==> src/hw/rtl/i2cms_pkg.sv <==
// types and constants shared by the i2c master command sequencer
package i2cms_pkg;

  typedef enum logic [3:0] {
    CMD_NONE  = 4'd0,
    CMD_START = 4'd1,
    CMD_STOP  = 4'd2,
    CMD_SEND  = 4'd3,
    CMD_READ  = 4'd4,
    CMD_WAIT  = 4'd5,
    CMD_ACK   = 4'd6,
    CMD_NACK  = 4'd7,
    CMD_CHECK = 4'd8
  } cmd_t;

  localparam logic [15:0] PHASE_RESET = 16'd336;

  // action counts per command
  localparam logic [4:0] STEPS_BYTE  = 5'd16;
  localparam logic [4:0] STEPS_ACK   = 5'd4;
  localparam logic [4:0] STEPS_CHECK = 5'd25;
  localparam logic [4:0] STEPS_SHORT = 5'd3;

  // where the parts of check device begin
  localparam logic [4:0] CHK_SEND = 5'd3;
  localparam logic [4:0] CHK_WAIT = 5'd19;
  localparam logic [4:0] CHK_STOP = 5'd22;

  typedef struct packed {
    logic [15:0] phase_counter;
    logic [4:0]  step_index;
    cmd_t        active_command;
    logic [7:0]  shift_out;
    logic [7:0]  shift_in;
    logic        ack_result;
    logic        fault_flag;
    logic        scl_drive;
    logic        sda_drive;
  } seq_state_t;

endpackage

==> src/hw/rtl/i2cms_step.sv <==
// next-state logic of the sequencer for one cycle word
module i2cms_step (
  input  i2cms_pkg::seq_state_t cur,
  input  logic [3:0]            req_type,
  input  logic [7:0]            tx_byte,
  input  logic                  sda_in,
  input  logic                  scl_in,
  input  logic [15:0]           phase_cycles,
  output i2cms_pkg::seq_state_t nxt,
  output logic                  done
);

  function automatic i2cms_pkg::seq_state_t act_start(i2cms_pkg::seq_state_t s,
                                                      logic [4:0] k);
    i2cms_pkg::seq_state_t r;
    r = s;
    if (k == 5'd0) begin
      r.sda_drive = 1'b1;
      r.scl_drive = 1'b1;
    end else if (k == 5'd1) begin
      r.sda_drive = 1'b0;
    end else if (k == 5'd2) begin
      r.scl_drive = 1'b0;
    end
    return r;
  endfunction

  function automatic i2cms_pkg::seq_state_t act_stop(i2cms_pkg::seq_state_t s,
                                                     logic [4:0] k);
    i2cms_pkg::seq_state_t r;
    r = s;
    if (k == 5'd0) begin
      r.sda_drive = 1'b0;
    end else if (k == 5'd1) begin
      r.scl_drive = 1'b1;
    end else if (k == 5'd2) begin
      r.sda_drive = 1'b1;
    end
    return r;
  endfunction

  function automatic i2cms_pkg::seq_state_t act_send(i2cms_pkg::seq_state_t s,
                                                     logic [4:0] k);
    i2cms_pkg::seq_state_t r;
    r = s;
    if (k >= i2cms_pkg::STEPS_BYTE) begin
      r.scl_drive = 1'b0;
      r.sda_drive = 1'b1;
    end else if (k[0]) begin
      r.scl_drive = 1'b1;
    end else begin
      if (k != 5'd0) r.scl_drive = 1'b0;
      // msb first: bit 7 - k/2
      r.sda_drive = s.shift_out[~k[3:1]];
    end
    return r;
  endfunction

  function automatic i2cms_pkg::seq_state_t act_read(i2cms_pkg::seq_state_t s,
                                                     logic [4:0] k, logic sda);
    i2cms_pkg::seq_state_t r;
    r = s;
    if (k < i2cms_pkg::STEPS_BYTE) begin
      if (!k[0]) begin
        r.scl_drive = 1'b1;
      end else begin
        r.shift_in  = {s.shift_in[6:0], sda};
        r.scl_drive = 1'b0;
      end
    end
    return r;
  endfunction

  function automatic i2cms_pkg::seq_state_t act_wait(i2cms_pkg::seq_state_t s,
                                                     logic [4:0] k, logic sda);
    i2cms_pkg::seq_state_t r;
    r = s;
    if (k == 5'd0) begin
      r.sda_drive = 1'b1;
    end else if (k == 5'd1) begin
      r.scl_drive = 1'b1;
    end else if (k == 5'd2) begin
      r.ack_result = sda;
      r.scl_drive  = 1'b0;
    end
    return r;
  endfunction

  function automatic i2cms_pkg::seq_state_t act_pulse(i2cms_pkg::seq_state_t s,
                                                      logic [4:0] k, logic level);
    i2cms_pkg::seq_state_t r;
    r = s;
    if (k == 5'd0) begin
      r.sda_drive = level;
    end else if (k == 5'd1) begin
      r.scl_drive = 1'b1;
    end else if (k == 5'd2) begin
      r.scl_drive = 1'b0;
    end else if (k == 5'd3 && !level) begin
      r.sda_drive = 1'b1;
    end
    return r;
  endfunction

  function automatic i2cms_pkg::seq_state_t do_action(i2cms_pkg::seq_state_t s,
                                                      i2cms_pkg::cmd_t cmd,
                                                      logic [4:0] k, logic sda);
    i2cms_pkg::seq_state_t r;
    r = s;
    case (cmd)
      i2cms_pkg::CMD_START: r = act_start(s, k);
      i2cms_pkg::CMD_STOP:  r = act_stop(s, k);
      i2cms_pkg::CMD_SEND:  r = act_send(s, k);
      i2cms_pkg::CMD_READ:  r = act_read(s, k, sda);
      i2cms_pkg::CMD_WAIT:  r = act_wait(s, k, sda);
      i2cms_pkg::CMD_ACK:   r = act_pulse(s, k, 1'b0);
      i2cms_pkg::CMD_NACK:  r = act_pulse(s, k, 1'b1);
      i2cms_pkg::CMD_CHECK: begin
        if (k < i2cms_pkg::CHK_SEND) begin
          r = act_start(s, k);
        end else if (k < i2cms_pkg::CHK_WAIT) begin
          r = act_send(s, k - i2cms_pkg::CHK_SEND);
        end else if (k < i2cms_pkg::CHK_STOP) begin
          // closing of the address byte shares the first ack step
          if (k == i2cms_pkg::CHK_WAIT) r = act_send(s, i2cms_pkg::STEPS_BYTE);
          r = act_wait(r, k - i2cms_pkg::CHK_WAIT, sda);
        end else begin
          r = act_stop(s, k - i2cms_pkg::CHK_STOP);
        end
      end
      default: r = s;
    endcase
    return r;
  endfunction

  function automatic logic [4:0] step_count(i2cms_pkg::cmd_t cmd);
    logic [4:0] n;
    case (cmd)
      i2cms_pkg::CMD_SEND:  n = i2cms_pkg::STEPS_BYTE;
      i2cms_pkg::CMD_READ:  n = i2cms_pkg::STEPS_BYTE;
      i2cms_pkg::CMD_ACK:   n = i2cms_pkg::STEPS_ACK;
      i2cms_pkg::CMD_CHECK: n = i2cms_pkg::STEPS_CHECK;
      default:              n = i2cms_pkg::STEPS_SHORT;
    endcase
    return n;
  endfunction

  logic [15:0] phase_len;
  logic [15:0] pc_dec;
  logic [4:0]  step_inc;
  logic        req_known;

  assign phase_len = (phase_cycles == 16'd0) ? 16'd1 : phase_cycles;
  assign pc_dec    = cur.phase_counter - 16'd1;
  assign step_inc  = cur.step_index + 5'd1;
  assign req_known = (req_type >= 4'(i2cms_pkg::CMD_START)) &&
                     (req_type <= 4'(i2cms_pkg::CMD_CHECK));

  always_comb begin
    nxt  = cur;
    done = 1'b0;
    if (cur.active_command == i2cms_pkg::CMD_NONE) begin
      if (req_type == 4'(i2cms_pkg::CMD_CHECK) && (!sda_in || !scl_in)) begin
        // bus not free: report at once, lines untouched
        nxt.fault_flag = 1'b1;
        nxt.ack_result = 1'b1;
        done           = 1'b1;
      end else if (req_known) begin
        if (req_type == 4'(i2cms_pkg::CMD_CHECK)) nxt.fault_flag = 1'b0;
        if (req_type == 4'(i2cms_pkg::CMD_READ))  nxt.shift_in = 8'd0;
        nxt.shift_out      = tx_byte;
        nxt.active_command = i2cms_pkg::cmd_t'(req_type);
        nxt.step_index     = 5'd0;
        nxt                = do_action(nxt, i2cms_pkg::cmd_t'(req_type), 5'd0, sda_in);
        nxt.phase_counter  = phase_len;
      end
    end else begin
      nxt.phase_counter = pc_dec;
      if (pc_dec == 16'd0) begin
        nxt.step_index = step_inc;
        nxt            = do_action(nxt, cur.active_command, step_inc, sda_in);
        if (step_inc >= step_count(cur.active_command)) begin
          nxt.active_command = i2cms_pkg::CMD_NONE;
          nxt.step_index     = 5'd0;
          done               = 1'b1;
        end else begin
          nxt.phase_counter = phase_len;
        end
      end
    end
  end

endmodule

==> src/hw/rtl/i2c_master_command_sequencer.sv <==
// top level of the i2c master command sequencer
//
// every input word is one tick of the bus sequencer: it carries the sampled
// scl/sda levels and, while the sequencer is idle, an optional command
// (start, stop, send, read, wait ack, ack, nack, check device). each word
// gives exactly one output word with the line drives, busy, a one-word done
// pulse, the read byte, the ack bit and the bus fault flag.
// a word is taken into an input register, then the sequencer logic updates
// its state and fills the output register. one word per cycle is sustained
// while out_ready stays high, set by the single sequencer update per word.
// when the receiver stalls, the output register holds its word and the input
// register takes one more word; then in_ready drops until the output moves.
// reset empties both registers, releases both lines, goes idle with ack 1,
// and sets the phase length to 336. cfg_data (phase length) is always ready
// and is meant to be written while no word is in flight.
module i2c_master_command_sequencer (
  input  logic        clk,
  input  logic        rst,
  input  logic        in_valid,
  output logic        in_ready,
  input  logic [3:0]  req_type,
  input  logic [7:0]  tx_byte,
  input  logic        sda_in,
  input  logic        scl_in,
  output logic        out_valid,
  input  logic        out_ready,
  output logic        scl_out,
  output logic        sda_out,
  output logic        busy_res,
  output logic        done_res,
  output logic [7:0]  rx_byte,
  output logic        ack_bit,
  output logic        bus_fault,
  input  logic        cfg_valid,
  output logic        cfg_ready,
  input  logic [15:0] cfg_data
);

  logic [15:0] phase_cycles;

  logic       s1_valid;
  logic [3:0] s1_req;
  logic [7:0] s1_tx;
  logic       s1_sda;
  logic       s1_scl;

  i2cms_pkg::seq_state_t st;
  i2cms_pkg::seq_state_t st_next;
  logic                  done_next;
  logic                  out_load;

  assign cfg_ready = 1'b1;
  assign out_load  = s1_valid && (!out_valid || out_ready);
  assign in_ready  = !s1_valid || out_load;

  always_ff @(posedge clk) begin
    if (rst) begin
      phase_cycles <= i2cms_pkg::PHASE_RESET;
    end else if (cfg_valid && cfg_ready) begin
      phase_cycles <= cfg_data;
    end
  end

  // input register
  always_ff @(posedge clk) begin
    if (rst) begin
      s1_valid <= 1'b0;
    end else if (in_ready) begin
      s1_valid <= in_valid;
    end
  end

  always_ff @(posedge clk) begin
    if (in_valid && in_ready) begin
      s1_req <= req_type;
      s1_tx  <= tx_byte;
      s1_sda <= sda_in;
      s1_scl <= scl_in;
    end
  end

  i2cms_step u_step (
    .cur          (st),
    .req_type     (s1_req),
    .tx_byte      (s1_tx),
    .sda_in       (s1_sda),
    .scl_in       (s1_scl),
    .phase_cycles (phase_cycles),
    .nxt          (st_next),
    .done         (done_next)
  );

  always_ff @(posedge clk) begin
    if (rst) begin
      st.phase_counter  <= 16'd0;
      st.step_index     <= 5'd0;
      st.active_command <= i2cms_pkg::CMD_NONE;
      st.shift_out      <= 8'd0;
      st.shift_in       <= 8'd0;
      st.ack_result     <= 1'b1;
      st.fault_flag     <= 1'b0;
      st.scl_drive      <= 1'b1;
      st.sda_drive      <= 1'b1;
    end else if (out_load) begin
      st <= st_next;
    end
  end

  // output register
  always_ff @(posedge clk) begin
    if (rst) begin
      out_valid <= 1'b0;
    end else if (out_load) begin
      out_valid <= 1'b1;
    end else if (out_ready) begin
      out_valid <= 1'b0;
    end
  end

  always_ff @(posedge clk) begin
    if (out_load) begin
      scl_out   <= st_next.scl_drive;
      sda_out   <= st_next.sda_drive;
      busy_res  <= (st_next.active_command != i2cms_pkg::CMD_NONE);
      done_res  <= done_next;
      rx_byte   <= st_next.shift_in;
      ack_bit   <= st_next.ack_result;
      bus_fault <= st_next.fault_flag;
    end
  end

  a_done_not_busy: assert property (@(posedge clk) disable iff (rst)
    out_valid && done_res |-> !busy_res)
    else $error("done reported while still busy");

  a_idle_step_zero: assert property (@(posedge clk) disable iff (rst)
    st.active_command == i2cms_pkg::CMD_NONE |-> st.step_index == 5'd0)
    else $error("step index left non-zero when idle");

  a_busy_counter: assert property (@(posedge clk) disable iff (rst)
    st.active_command != i2cms_pkg::CMD_NONE |-> st.phase_counter != 16'd0)
    else $error("phase counter empty while a command runs");

endmodule
==> config.mk <==
export PLATFORM = sky130hd
export DESIGN_NAME = i2c_master_command_sequencer
export DESIGN_NICKNAME = d
export VERILOG_FILES = /design/src/hw/rtl/i2cms_pkg.sv /design/src/hw/rtl/i2cms_step.sv /design/src/hw/rtl/i2c_master_command_sequencer.sv
export SDC_FILE = /design/constraint.sdc
export NUM_CORES = 1
export LEC_CHECK = 0
export BUFFER_PORTS_ARGS = -buffer_cell sky130_fd_sc_hd__buf_2
export CAP_MARGIN = 15
export CELL_PAD_IN_SITES_DETAIL_PLACEMENT = 1
export CELL_PAD_IN_SITES_GLOBAL_PLACEMENT = 1
export CORE_ASPECT_RATIO = 1.2
export CORE_MARGIN = 4
export CORE_UTILIZATION = 40
export DETAILED_ROUTE_END_ITERATION = 7
export PLACE_DENSITY = 0.78
export SKIP_CTS_REPAIR_TIMING = 1
export SLEW_MARGIN = 5
export SYNTH_ARGS = -nofsm -noshare
export SYNTH_HDL_FRONTEND = slang
export SYNTH_SLANG_ARGS = --single-unit
==> constraint.sdc <==
create_clock -name clk -period 4.3 [get_ports clk]
set_input_delay 0.86 -clock clk [delete_from_list [all_inputs] [get_ports clk]]
set_output_delay 0.86 -clock clk [all_outputs]
set_load 0.01 [all_outputs]
### Yosys cells after proc, flatten, opt, wreduce, memory -nomap -nowiden

Index checks and enable logic that the tools add are counted.

| word-level totals | value |
|---|---|
| flip-flop bits (word level) | 91 |
| input bits | 35 |
| word-level logic and storage cells | 170 |

| cells by class | value |
|---|---|
| $add $sub $neg | 5 |
| $lt $le $gt $ge | 11 |
| eq/ne operators | 26 |
| mux-type cells | 73 |
| bitwise operators | 3 |
| reduce and logical (&&, ||, !) cells | 29 |

Operators with widths:

| kind | count |
|---|---|
| 45-bit 2-to-1 mux | 3 |
| 12-bit case mux with 8 select lines | 1 |
| 1-bit 2-to-1 mux | 47 |
| 41-bit 2-to-1 mux | 1 |
| 4-bit by 3-bit == test with 1-bit output, second input constant | 8 |
| 16-bit logical NOT | 2 |
| 16-bit 2-to-1 mux | 2 |
| 8-bit 2-to-1 mux | 3 |
| 5-bit by 2-bit == test with 1-bit output, second input constant | 4 |
| 4-bit by 2-bit == test with 1-bit output, second input constant | 4 |
| 16-bit by 1-bit subtractor with 16-bit output, second input constant | 1 |
| 5-bit by 1-bit == test with 1-bit output, second input constant | 3 |
| 5-bit logical NOT | 3 |
| 5-bit less-than comparator, second input constant | 3 |
| 5-bit case mux with 3 select lines | 1 |
| 2-bit 2-to-1 mux | 6 |
| 4-bit 2-to-1 mux | 3 |
| 5-bit greater-or-equal comparator, second input constant | 2 |
| 5-bit 2-to-1 mux | 2 |
| 2-bit case mux with 5 select lines | 1 |
| 5-bit nonzero test | 2 |
| 5-bit subtractor, second input constant | 2 |
| 9-bit 2-to-1 mux | 1 |
| 4-bit by 1-bit == test with 1-bit output, second input constant | 2 |
| other kinds (23) | 40 |

### Depth between registers and ports, before layout

Gate-level depths: netlist of run 1.

| depth | value |
|---|---|
| depth in word-level cells | 13 |
| gate-level depth with buffers | 15 |
| gate-level depth less buffers | 14 |

### Cells and area by module

A second synthesis of run 1 with hierarchy kept.

| unflattened totals | value |
|---|---|
| cell total of the unflattened synthesis | 706 |
| area, all modules | 6262.3 um^2 |

By module, submodules not included:

| module | instances | cells an instance | area each (um^2) |
|---|---|---|---|
| i2c_master_command_sequencer | 1 | 288 | 3564.7 |
| i2cms_step | 1 | 418 | 2697.6 |

### Worst setup path after synthesis of run 1

Ideal clock, no wire load.

| timing | value |
|---|---|
| path kind | reg2reg |
| from | register st[24] (netlist bit) |
| to | register st[1] (netlist bit) |
| setup time | 71 ps |
| data arrival time | 2962 ps |
| data required time | 4229 ps |
| path slack | 1268 ps |
| stages on the path, launching flop included | 13 |
| buffers on the path | 1 |
| path through | dfxtp_1 -> clkbuf_1 -> inv_1 -> ha_1 -> ha_1 -> inv_1 -> a21oi_1 -> nor3_1 -> nor2_1 -> a211o_1 -> a311o_1 -> and4_1 -> o21bai_1 |

| on the way | value |
|---|---|
| cells in the longest elaborated chain, start to end | 12 |

Ends and longest elaborated chain:

| element | line | source |
|---|---|---|
| start, declared | i2c_master_command_sequencer.sv:47 | `i2cms_pkg::seq_state_t st;` |
| start signal, assigned | i2c_master_command_sequencer.sv:105 | `st <= st_next;` |
| 5-bit by 1-bit adder with 5-bit output (*) | i2cms_step.sv:155 | `assign step_inc = cur.step_index + 5'd1;` |
| 5-bit subtractor or 5-bit == test (tied branches) | i2cms_step.sv:126, i2cms_step.sv:125 |  |
| 5-bit by 2-bit == test with 1-bit output or 2-bit 2-to-1 mux (tied branches) | i2cms_step.sv:82, i2cms_step.sv:125 |  |
| 1-bit 2-to-1 mux | i2cms_step.sv:82 | `end else if (k == 5'd2) begin` |
| 1-bit 2-to-1 mux | i2cms_step.sv:80 | `end else if (k == 5'd1) begin` |
| 1-bit 2-to-1 mux | i2cms_step.sv:78 | `if (k == 5'd0) begin` |
| 4-bit 2-to-1 mux | i2cms_step.sv:123 | `end else if (k < i2cms_pkg::CHK_STOP) begin` |
| 4-bit 2-to-1 mux | i2cms_step.sv:121 | `end else if (k < i2cms_pkg::CHK_WAIT) begin` |
| 4-bit 2-to-1 mux | i2cms_step.sv:119 | `if (k < i2cms_pkg::CHK_SEND) begin` |
| 12-bit case mux with 8 select lines (*) | i2cms_step.sv:110 | `case (cmd)` |
| 45-bit 2-to-1 mux (*) | i2cms_step.sv:179 | `if (pc_dec == 16'd0) begin` |
| 45-bit 2-to-1 mux (*) | i2cms_step.sv:162 | `if (cur.active_command == i2cms_pkg::CMD_NONE) begin` |

Mark *: on every way between the ends. The rest lies on a longest branch, timed or not. The select of a mux whose other input is x is not followed.
A chain may end at the register's enable or synchronous reset.

### Worst setup path after layout of run 1

Same ends and word-level chain as after synthesis.

==> summary.txt, run 1 <==
Worst setup path
  – Crit path kind: register to register
  – CP Max Fanout: 18
  – CP Capture Type: register
  – Req. time, crit path: 4570 ps
  – Worst setup SP type: register
  – CP arrival: 3950 ps

Route
  – Vias: 4868
  – Iter 0 DRT Violations: 151
  – Avg WL per Cell: 18.95 um
  – TritonRoute pass-1 iters: 4
  – Total wire length: 15730 um
  – Vias per cell: 5.865
  – Final routed DRC violation total: 0
  – Final ANT Viol Nets: 0

Global route
  – Largest net degree at the start of global routing: 46
  – Vias in the first global route: 5122
  – Total Routing Usage GR: 21.27%
  – Initial antenna violation count: 0
  – Gr ovfl total: 0
  – First-pass GRT wire length: 26090 um

Yosys
  – Adder-Cell Fraction of Synth Area: 3.575%
  – Yosys reg bits: 91
  – Top-count cell post-synth: nor2_1
  – Average cell area after synthesis: 8.427 um2
  – Xor and xnor area share after synthesis: 2.502%
  – Leading area contributor after synthesis: dfxtp_1
  – Largest cells by area after synthesis: dfxtp_1, edfxtp_1, nor2_1
  – Top cells by count, synth: nor2_1, dfxtp_1, nand2_1, a21oi_1, nor3_1
  – Unique cell type count in the Yosys netlist: 68
  – Async S/R FF share, synth: 0%
  – Synth Instances: 623
  – Largest family of logic cells by synthesized area: simple AND/OR/NAND/NOR gates
  – Multiplexer area fraction after synthesis: 4.933%
  – Sequential area share after synthesis: 40.04%
  – Synth Net Count: 673
  – Synth Cell Area: 5250 um2
  – Ys Warns: 0
  – Post-synth EDFFs: 28
  – Area share of the largest cell type after synthesis: 24.02%
  – Compound-cell area share of the yosys netlist: 19.02%
  – Ys flop type: dfxtp_1
  – Synth Area in Simple Gates: 26.05%

Clock tree
  – Clk pin slew, worst setup/hold paths: 70 ps
  – CTS Buf Count: 9
  – Later-pin clock latency in the skew report: 340 ps
  – Clock sinks: 91
  – CTS Buffer Depth: 2
  – CTS Root Cell: clkbuf_16
  – H-tree levels: 3
  – CTS tree: built

Floorplan
  – Initial Utilization: 41.08%
  – Die height: 133.5 um
  – Core Area: 12780 um2
  – DIE WIDTH: 112.6 um
  – Row count: 45
  – Die footprint: 15030 um2
  – IO Count: 52

Layout
  – ANT cells: 0
  – Nets: 711
  – Flip-flop and latch area: 2102 um2
  – Share of cells above drive strength 1: 13.21%
  – Area growth syn-to-layout: 13.58%
  – Multi-input gate area: 2948 um2
  – Fill cells: 1538

STA
  – RSZ-0062 raised after global routing: false
  – Final setup TNS: 0 ps
  – Crit path time final: 3673 ps
  – Hold WS: 456.4 ps
  – Fin. Hold Viols: 0
  – Fin. max-slew vios: 0
  – Final Cycle Share: 85.42%
  – Slew margin rel.: 40.29%
  – Worst-Margin Slew: 895.7 ps
  – Final setup viols: 0
  – Fmax: 0.2723 GHz
  – Clock Skews: 6.454 ps

Power
  – VDD IR-drop max: 0.2283 mV
  – Pwr dens: 343.1 nW/um2
  – Lkg Pwr: 2.263 nW

Run
  – Max cap viols: 0

Placement
  – Placer Congestion: 0.8785
  – Buffers on Ports: 50
  – Post-DP HPWL: 11670 um

Hold path
  – HP Class: register to register

Outcome
  – Status: completed
[logic make-up after synthesis]
| group | after synthesis |
|---|---|
| simple gates | 274 |
| compound gates | 152 |
| flops | 91 |
| buf+inv | 51 |
| mux | 24 |
| fa+ha+maj | 15 |
| xor+xnor | 15 |
| other cells | 1 |
[flip-flops by register name, summed over array words and instances (netlist names)]
| name | cells |
|---|---|
| st | 45 |
| phase_cycles | 16 |
| rx_byte | 8 |
| s1_tx | 8 |
| s1_req | 4 |
| ack_bit | 1 |
| bus_fault | 1 |
| busy_res | 1 |
| done_res | 1 |
| out_valid | 1 |
| s1_scl | 1 |
| s1_sda | 1 |
| s1_valid | 1 |
| scl_out | 1 |
| sda_out | 1 |
[cell type report]
cell class | instances | area share [%]
clock inverter | 6 | 1.217
tap | 164 | 3.441
inverter | 17 | 1.070
clock buffer | 10 | 4.008
sequential | 91 | 35.25
timing repair buffer | 61 | 5.581
multi-input combinational | 481 | 49.43
[cells in the final DEF, fill, tap and decap left out, types with 15 or more instances in the layout]
cell       n
inv_1     17
edfxtp_1  28
ha_1      15
nand2_1   59
mux2i_1   21
nor3_1    33
dfxtp_1   63
nor2_1    73
o21ai_0   26
buf_2     50
a21oi_1   42
nand3_1   24
[routing by layer]
layer	vias up	track usage (%)	wire, um
met3	36	2.999	444
met5	-	0	0
met4	0	9.218	516
li1	2365	-	-
met2	91	37.65	8098
met1	2376	25.49	6672
[worst max-delay path, cell delays in order (launching register included)]
cell,delay (ps)
dfxtp_1,720
ha_1,570
xnor2_1,240
ha_1,260
inv_1,80
a21oi_1,80
nor3_1,510
nor2_1,210
a211o_1,310
a311o_1,330
and4_1,180
o21bai_1,110
[power breakdown]
part	leakage, nW	internal (W)	switching [W]	total (W)
registers	0.775	0.000921	0.0000371	0.000958
logic	1.33	0.000103	0.000160	0.000263
clock network	0.155	0.000474	0.000351	0.000825
[through the flow]
step	power (W)	area, um2	setup WS [ps]	cells	utilization, %
global route	0.002149	5963	327.6	830	46.66
CTS	0.002065	5963	673.7	830	46.66
finish	0.002046	5963	627.0	830	46.66
floorplan	0.001148	5250	1268	623	-
global placement	0.001224	5652	932.8	814	44.22
detailed placement	0.001238	5652	773.7	814	44.22
[path summary, 6_finish.rpt]
| kind | from | to | slack [ps] | depth (start not counted) |
|---|---|---|---|---|
| worst max-delay path | st[24]$_SDFFE_PP0P_ | st[1]$_SDFFE_PP1P_ | 630 | 11 |
| worst min register to register | st[2]$_SDFFE_PP0P_ | st[2]$_SDFFE_PP0P_ | 460 | 2 |
| worst min-delay path | st[2]$_SDFFE_PP0P_ | st[2]$_SDFFE_PP0P_ | 460 | 2 |
| worst max register to register | st[24]$_SDFFE_PP0P_ | st[1]$_SDFFE_PP1P_ | 630 | 11 |
Power figures use the tool's default switching activity.
==> run 2: changes to the inputs <==
Settings changed: RECOVER_POWER set to 100.
==> summary.txt, run 2 (synthesis gave the netlist of run 1 again) <==
Outcome
  – Status: complete, but fails checks (was completed)
  – Failing checks: capacitance limit, slew limit

Global route
  – Gr ovfl total: 0 (unchanged)
  – Total Routing Usage GR: 21.27% (unchanged)
  – Initial antenna violation count: 0 (unchanged)
  – Largest net degree at the start of global routing: 46 (unchanged)
  – Vias in the first global route: 5122 (unchanged)
  – First-pass GRT wire length: 26090 um (unchanged)

STA
  – Clock Skews: 6.475 ps (was 6.454 ps)
  – Fin. max-slew vios: 46 (was 0)
  – Crit path time final: 3793 ps (was 3673 ps)
  – Fin. Hold Viols: 0 (unchanged)
  – RSZ-0062 raised after global routing: false (unchanged)
  – Final setup viols: 0 (unchanged)
  – Fmax: 0.2637 GHz (was 0.2723 GHz)
  – Final Cycle Share: 88.20% (was 85.42%)
  – Hold WS: 456.4 ps (about the same)
  – Slew margin rel.: -43.85% (was 40.29%)
  – Final setup TNS: 0 ps (unchanged)
  – Worst-Margin Slew: 2158 ps (was 895.7 ps)

Layout
  – Most common cell after layout, fill and taps aside: nor2_1 (unchanged)
  – Commonest cells after routing, fill and taps aside: nor2_1, dfxtp_1, nand2_1 (unchanged)
  – Nets: 711 (unchanged)
  – Reg with most FFs: st (unchanged)
  – Final instance area: 5923 um2 (was 5963 um2)
  – Share of cells above drive strength 1: 9.910% (was 13.21%)
  – Final core utilization: 46.34% (was 46.66%)
  – Area growth syn-to-layout: 12.82% (was 13.58%)
  – ANT cells: 0 (unchanged)
  – Regs by FF count: st x45, phase_cycles x16 (unchanged)
  – Max FFs per register: 45 (unchanged)

Route
  – TritonRoute pass-1 iters: 4 (unchanged)
  – Total wire length: 15780 um (was 15730 um)
  – Final ANT Viol Nets: 0 (unchanged)
  – Final routed DRC violation total: 0 (unchanged)
  – Vias per cell: 5.912 (was 5.865)
  – Iter 0 DRT Violations: 159 (was 151)
  – Vias: 4907 (was 4868)
  – Avg WL per Cell: 19.01 um (was 18.95 um)

Worst setup path
  – Crit path kind: register to register (unchanged)
  – CP Capture Type: register (unchanged)
  – Crit-path cells: ha_1 -> xnor2_1 -> inv_1 -> ha_1 -> a21oi_1 -> o21ai_0 -> o31ai_1 -> clkbuf_1 -> a221oi_1 -> nor3_1 (was ha_1 -> xnor2_1 -> ha_1 -> inv_1 -> a21oi_1 -> nor3_1 -> nor2_1 -> a211o_1 -> a311o_1 -> and4_1 -> o21bai_1)
  – CP arrival: 4050 ps (was 3950 ps)
  – Slowest library cell on the worst path: dfxtp_1 (unchanged)
  – Cell mode on critical path: ha_1 (unchanged)
  – CP peak stage delay: 730 ps (was 720 ps)
  – Req. time, crit path: 4560 ps (was 4570 ps)
  – CP Max Fanout: 18 (unchanged)
  – Worst setup SP type: register (unchanged)

Floorplan
  – Die footprint: 15030 um2 (unchanged)
  – Core Area: 12780 um2 (unchanged)
  – DIE WIDTH: 112.6 um (unchanged)
  – Row count: 45 (unchanged)
  – Initial Utilization: 41.08% (unchanged)
  – Die height: 133.5 um (unchanged)
  – IO Count: 52 (unchanged)

Placement
  – Post-DP HPWL: 11670 um (unchanged)
  – Buffers on Ports: 50 (unchanged)
  – Placer Congestion: 0.8785 (unchanged)
  – Placed Area: 5652 um2 (unchanged)

Power
  – Pwr Total: 0.002042 W (was 0.002046 W)
  – Lkg Pwr: 2.199 nW (was 2.263 nW)
  – Pwr dens: 344.8 nW/um2 (was 343.1 nW/um2)
  – VDD IR-drop max: 0.2278 mV (was 0.2283 mV)

Hold path
  – HP Class: register to register (unchanged)

Clock tree
  – CTS Buffer Depth: 2 (unchanged)
  – CTS Root Cell: clkbuf_16 (unchanged)
  – Clock sinks: 91 (unchanged)
  – CTS tree: built (unchanged)
  – Later-pin clock latency in the skew report: 340 ps (about the same)
  – H-tree levels: 3 (unchanged)
  – CTS Buf Count: 9 (unchanged)
  – Clk pin slew, worst setup/hold paths: 70 ps (about the same)

Run
  – Max cap viols: 1 (was 0)
[run 2: changes by cell type in the layout (fill, tap and decap cells not counted), sizes merged]
cell	delta
clkbuf	+22
buf	-22
[run 2: worst max-delay path: cells and delay by family, from the launching register on]
family	cells	cell delay [ps]
simple gates	1	220
fa+ha+maj	2	900
compound gates	4	800
xor+xnor	1	290
buf+inv	2	770
flops	1	730
[run 2: path summary, 6_finish.rpt]
check	start	endpoint	slack (ps)	cells after the start
hold / removal	st[2]$_SDFFE_PP0P_	st[2]$_SDFFE_PP0P_	460	2
setup / recovery	st[24]$_SDFFE_PP0P_	st[37]$_SDFFE_PP0P_	510	10
hold reg to reg	st[2]$_SDFFE_PP0P_	st[2]$_SDFFE_PP0P_	460	2
setup reg to reg	st[24]$_SDFFE_PP0P_	st[37]$_SDFFE_PP0P_	510	10
[run 2: metrics by stage]
step | setup WS, ps | instances
CTS | 673.7 | 830
finish | 507.4 | 830
detailed placement | 773.7 | 814
floorplan | 1268 | 623
global placement | 932.8 | 814
global route | 204.7 | 830
[run 2: where the power goes]
group	switching, W	total [W]	leakage (nW)	internal [W]
logic	0.000160	0.000259	1.27	0.0000989
clock network	0.000350	0.000824	0.155	0.000474
registers	0.0000375	0.000959	0.775	0.000921
[run 2: layer usage]
layer  vias to the layer above  GRT usage (%)  wire length [um]
met5                         -              0                 0
met2                       102          37.65              8134
met4                         0          9.218               519
met3                        36          2.999               465
li1                       2368              -                 -
met1                      2401          25.49              6660
[run 2: area by class of cell]
class	count	area [um2]
Clock inverter	6	72.57
Timing Repair Buffer	61	292.8
Fill cell	1539	6858
Multi-Input combinational cell	481	2948
Sequential cell	91	2102
Inverter	17	63.81
Tap cell	164	205.2
Clock buffer	10	239.0
==> run 3: changes to the inputs <==
Settings changed: CORE_UTILIZATION 40 to 45, PLACE_DENSITY 0.78 to 0.85.
==> summary.txt, run 3 (synthesis gave the netlist of run 1 again) <==
Clock tree
  – CTS Buffer Depth: 2 (unchanged)
  – CTS Buf Count: 9 (unchanged)
  – Clock sinks: 91 (unchanged)
  – CTS tree: built (unchanged)
  – H-tree levels: 3 (unchanged)
  – Clk pin slew, worst setup/hold paths: 60 ps (was 70 ps)
  – Later-pin clock latency in the skew report: 340 ps (about the same)
  – CTS Root Cell: clkbuf_16 (unchanged)

Layout
  – Regs by FF count: st x45, phase_cycles x16 (unchanged)
  – Nets: 711 (unchanged)
  – Area growth syn-to-layout: 13.11% (was 12.82%)
  – Max FFs per register: 45 (unchanged)
  – Most common cell after layout, fill and taps aside: nor2_1 (unchanged)
  – ANT cells: 0 (unchanged)
  – Commonest cells after routing, fill and taps aside: nor2_1, dfxtp_1, nand2_1 (unchanged)
  – Final instance area: 5938 um2 (was 5923 um2)
  – Reg with most FFs: st (unchanged)
  – Share of cells above drive strength 1: 9.610% (was 9.910%)

STA
  – Slew margin rel.: -33.62% (was -43.85%)
  – Hold WS: 470.6 ps (was 456.4 ps)
  – Final setup viols: 0 (unchanged)
  – Worst-Margin Slew: 2004 ps (was 2158 ps)
  – Crit path time final: 3807 ps (was 3793 ps)
  – Clock Skews: 7.821 ps (was 6.475 ps)
  – Fin. max-slew vios: 46 (unchanged)
  – Fmax: 0.2626 GHz (was 0.2637 GHz)
  – Final Cycle Share: 88.54% (was 88.20%)
  – Fin. Hold Viols: 0 (unchanged)
  – Final setup TNS: 0 ps (unchanged)
  – RSZ-0062 raised after global routing: false (unchanged)

Power
  – Pwr dens: 357.3 nW/um2 (was 344.8 nW/um2)
  – Part of the power in the clock network: 42.4% (was 40.4%)
  – Lkg Pwr: 2.210 nW (was 2.199 nW)
  – P_sw: 0.0005323 W (was 0.0005481 W)
  – Pint: 0.001590 W (was 0.001494 W)
  – VDD IR-drop max: 0.2404 mV (was 0.2278 mV)
  – Flop pwr share: 45.2% (was 46.9%)
  – Comb power frac: 12.4% (was 12.7%)
  – Sw Share: 25.09% (was 26.84%)

Worst setup path
  – CP arrival: 4040 ps (was 4050 ps)
  – Crit path kind: register to register (unchanged)
  – Worst reg-to-reg setup slack: 490 ps (was 510 ps)
  – CP Max Fanout: 18 (unchanged)
  – CP Capture Type: register (unchanged)
  – Req. time, crit path: 4540 ps (was 4560 ps)
  – Worst setup SP type: register (unchanged)

Floorplan
  – Die footprint: 13470 um2 (was 15030 um2)
  – DIE WIDTH: 106.6 um (was 112.6 um)
  – Row count: 42 (was 45)
  – Initial Utilization: 46.68% (was 41.08%)
  – Die height: 126.3 um (was 133.5 um)
  – Core Area: 11250 um2 (was 12780 um2)
  – IO Count: 52 (unchanged)

Placement
  – Placed Area: 5639 um2 (was 5652 um2)
  – Post-DP HPWL: 11610 um (was 11670 um)
  – Buffers on Ports: 50 (unchanged)
  – Placer Congestion: 0.9204 (was 0.8785)

Run
  – Max cap viols: 1 (unchanged)

Hold path
  – HP Class: register to register (unchanged)

Route
  – Iter 0 DRT Violations: 180 (was 159)
  – Final routed DRC violation total: 0 (unchanged)
  – Total wire length: 16140 um (was 15780 um)
  – TritonRoute pass-1 iters: 5 (was 4)
  – Vias: 5079 (was 4907)
  – Vias per cell: 6.194 (was 5.912)
  – Avg WL per Cell: 19.68 um (was 19.01 um)
  – Final ANT Viol Nets: 0 (unchanged)

Global route
  – Initial antenna violation count: 0 (unchanged)
  – Total Routing Usage GR: 24.46% (was 21.27%)
  – First-pass GRT wire length: 26700 um (was 26090 um)
  – Gr ovfl total: 0 (unchanged)
  – Largest net degree at the start of global routing: 46 (unchanged)
  – Vias in the first global route: 5351 (was 5122)

Outcome
  – Failing checks: capacitance limit, slew limit (unchanged)
  – Status: complete, but fails checks (unchanged)
[run 3: cell count changes in the layout (fill, tap and decap cells not counted)]
cell       previous run  this run
clkinv_2              1         0
clkinv_4              2         0
clkbuf_8              1         0
clkinv_1              0         1
buf_4                 6         7
inv_8                 1         0
bufinv_16             1         3
clkbuf_1             22        23
[run 3: critical path: stages, from the launching register on]
cell and delay [ps]:
dfxtp_1 730, ha_1 520, xnor2_1 290, inv_1 210, ha_1 340, a21oi_1 120
o21ai_0 210, or2_2 380, nor3_1 540, a22oi_1 150, nor2_1 200
[run 3: final timing paths]
kind,start,end,cells past startpoint
max,st[24]$_SDFFE_PP0P_,st[25]$_SDFFE_PP0P_,10
min,st[12]$_SDFFE_PP0P_,st[12]$_SDFFE_PP0P_,2
max reg2reg,st[24]$_SDFFE_PP0P_,st[25]$_SDFFE_PP0P_,10
min reg2reg,st[12]$_SDFFE_PP0P_,st[12]$_SDFFE_PP0P_,2
[run 3: cell type report]
type / count / area, um2
Timing Repair Buffer: 61 / 296.5
Fill cell: 1381 / 5308
Multi-Input combinational cell: 481 / 2948
Clock buffer: 11 / 232.7
Sequential cell: 91 / 2102
Tap cell: 154 / 192.7
Inverter: 17 / 63.81
Clock inverter: 5 / 102.6
[run 3: power by group through the flow]
stage | clock network, W | logic, W | registers [W]
2_1_floorplan | 0 | 0.000186 | 0.000962
6_report | 0.000900 | 0.000263 | 0.000959
3_3_place_gp | 0 | 0.000248 | 0.000974
3_5_place_dp | 0 | 0.000259 | 0.000976
5_1_grt | 0.000958 | 0.000290 | 0.000964
4_1_cts | 0.000913 | 0.000265 | 0.000957
[run 3: stage by stage]
stage | std cells | power (W) | utilization [%] | setup WS [ps]
finish | 820 | 0.002122 | 52.80 | 492.6
detailed placement | 804 | 0.001236 | 50.14 | 744.4
CTS | 820 | 0.002135 | 53.13 | 580.3
floorplan | 623 | 0.001148 | - | 1268
global placement | 804 | 0.001222 | 50.14 | 914.5
global route | 820 | 0.002211 | 52.80 | 207.6
[run 3: per-layer routing]
metal | routed length, um | GRT usage (%) | vias up
met1 | 6505 | 28.07 | 2524
li1 | - | - | 2373
met4 | 541 | 11.06 | 0
met5 | 0 | 0 | -
met3 | 574 | 3.913 | 44
met2 | 8515 | 44.29 | 138
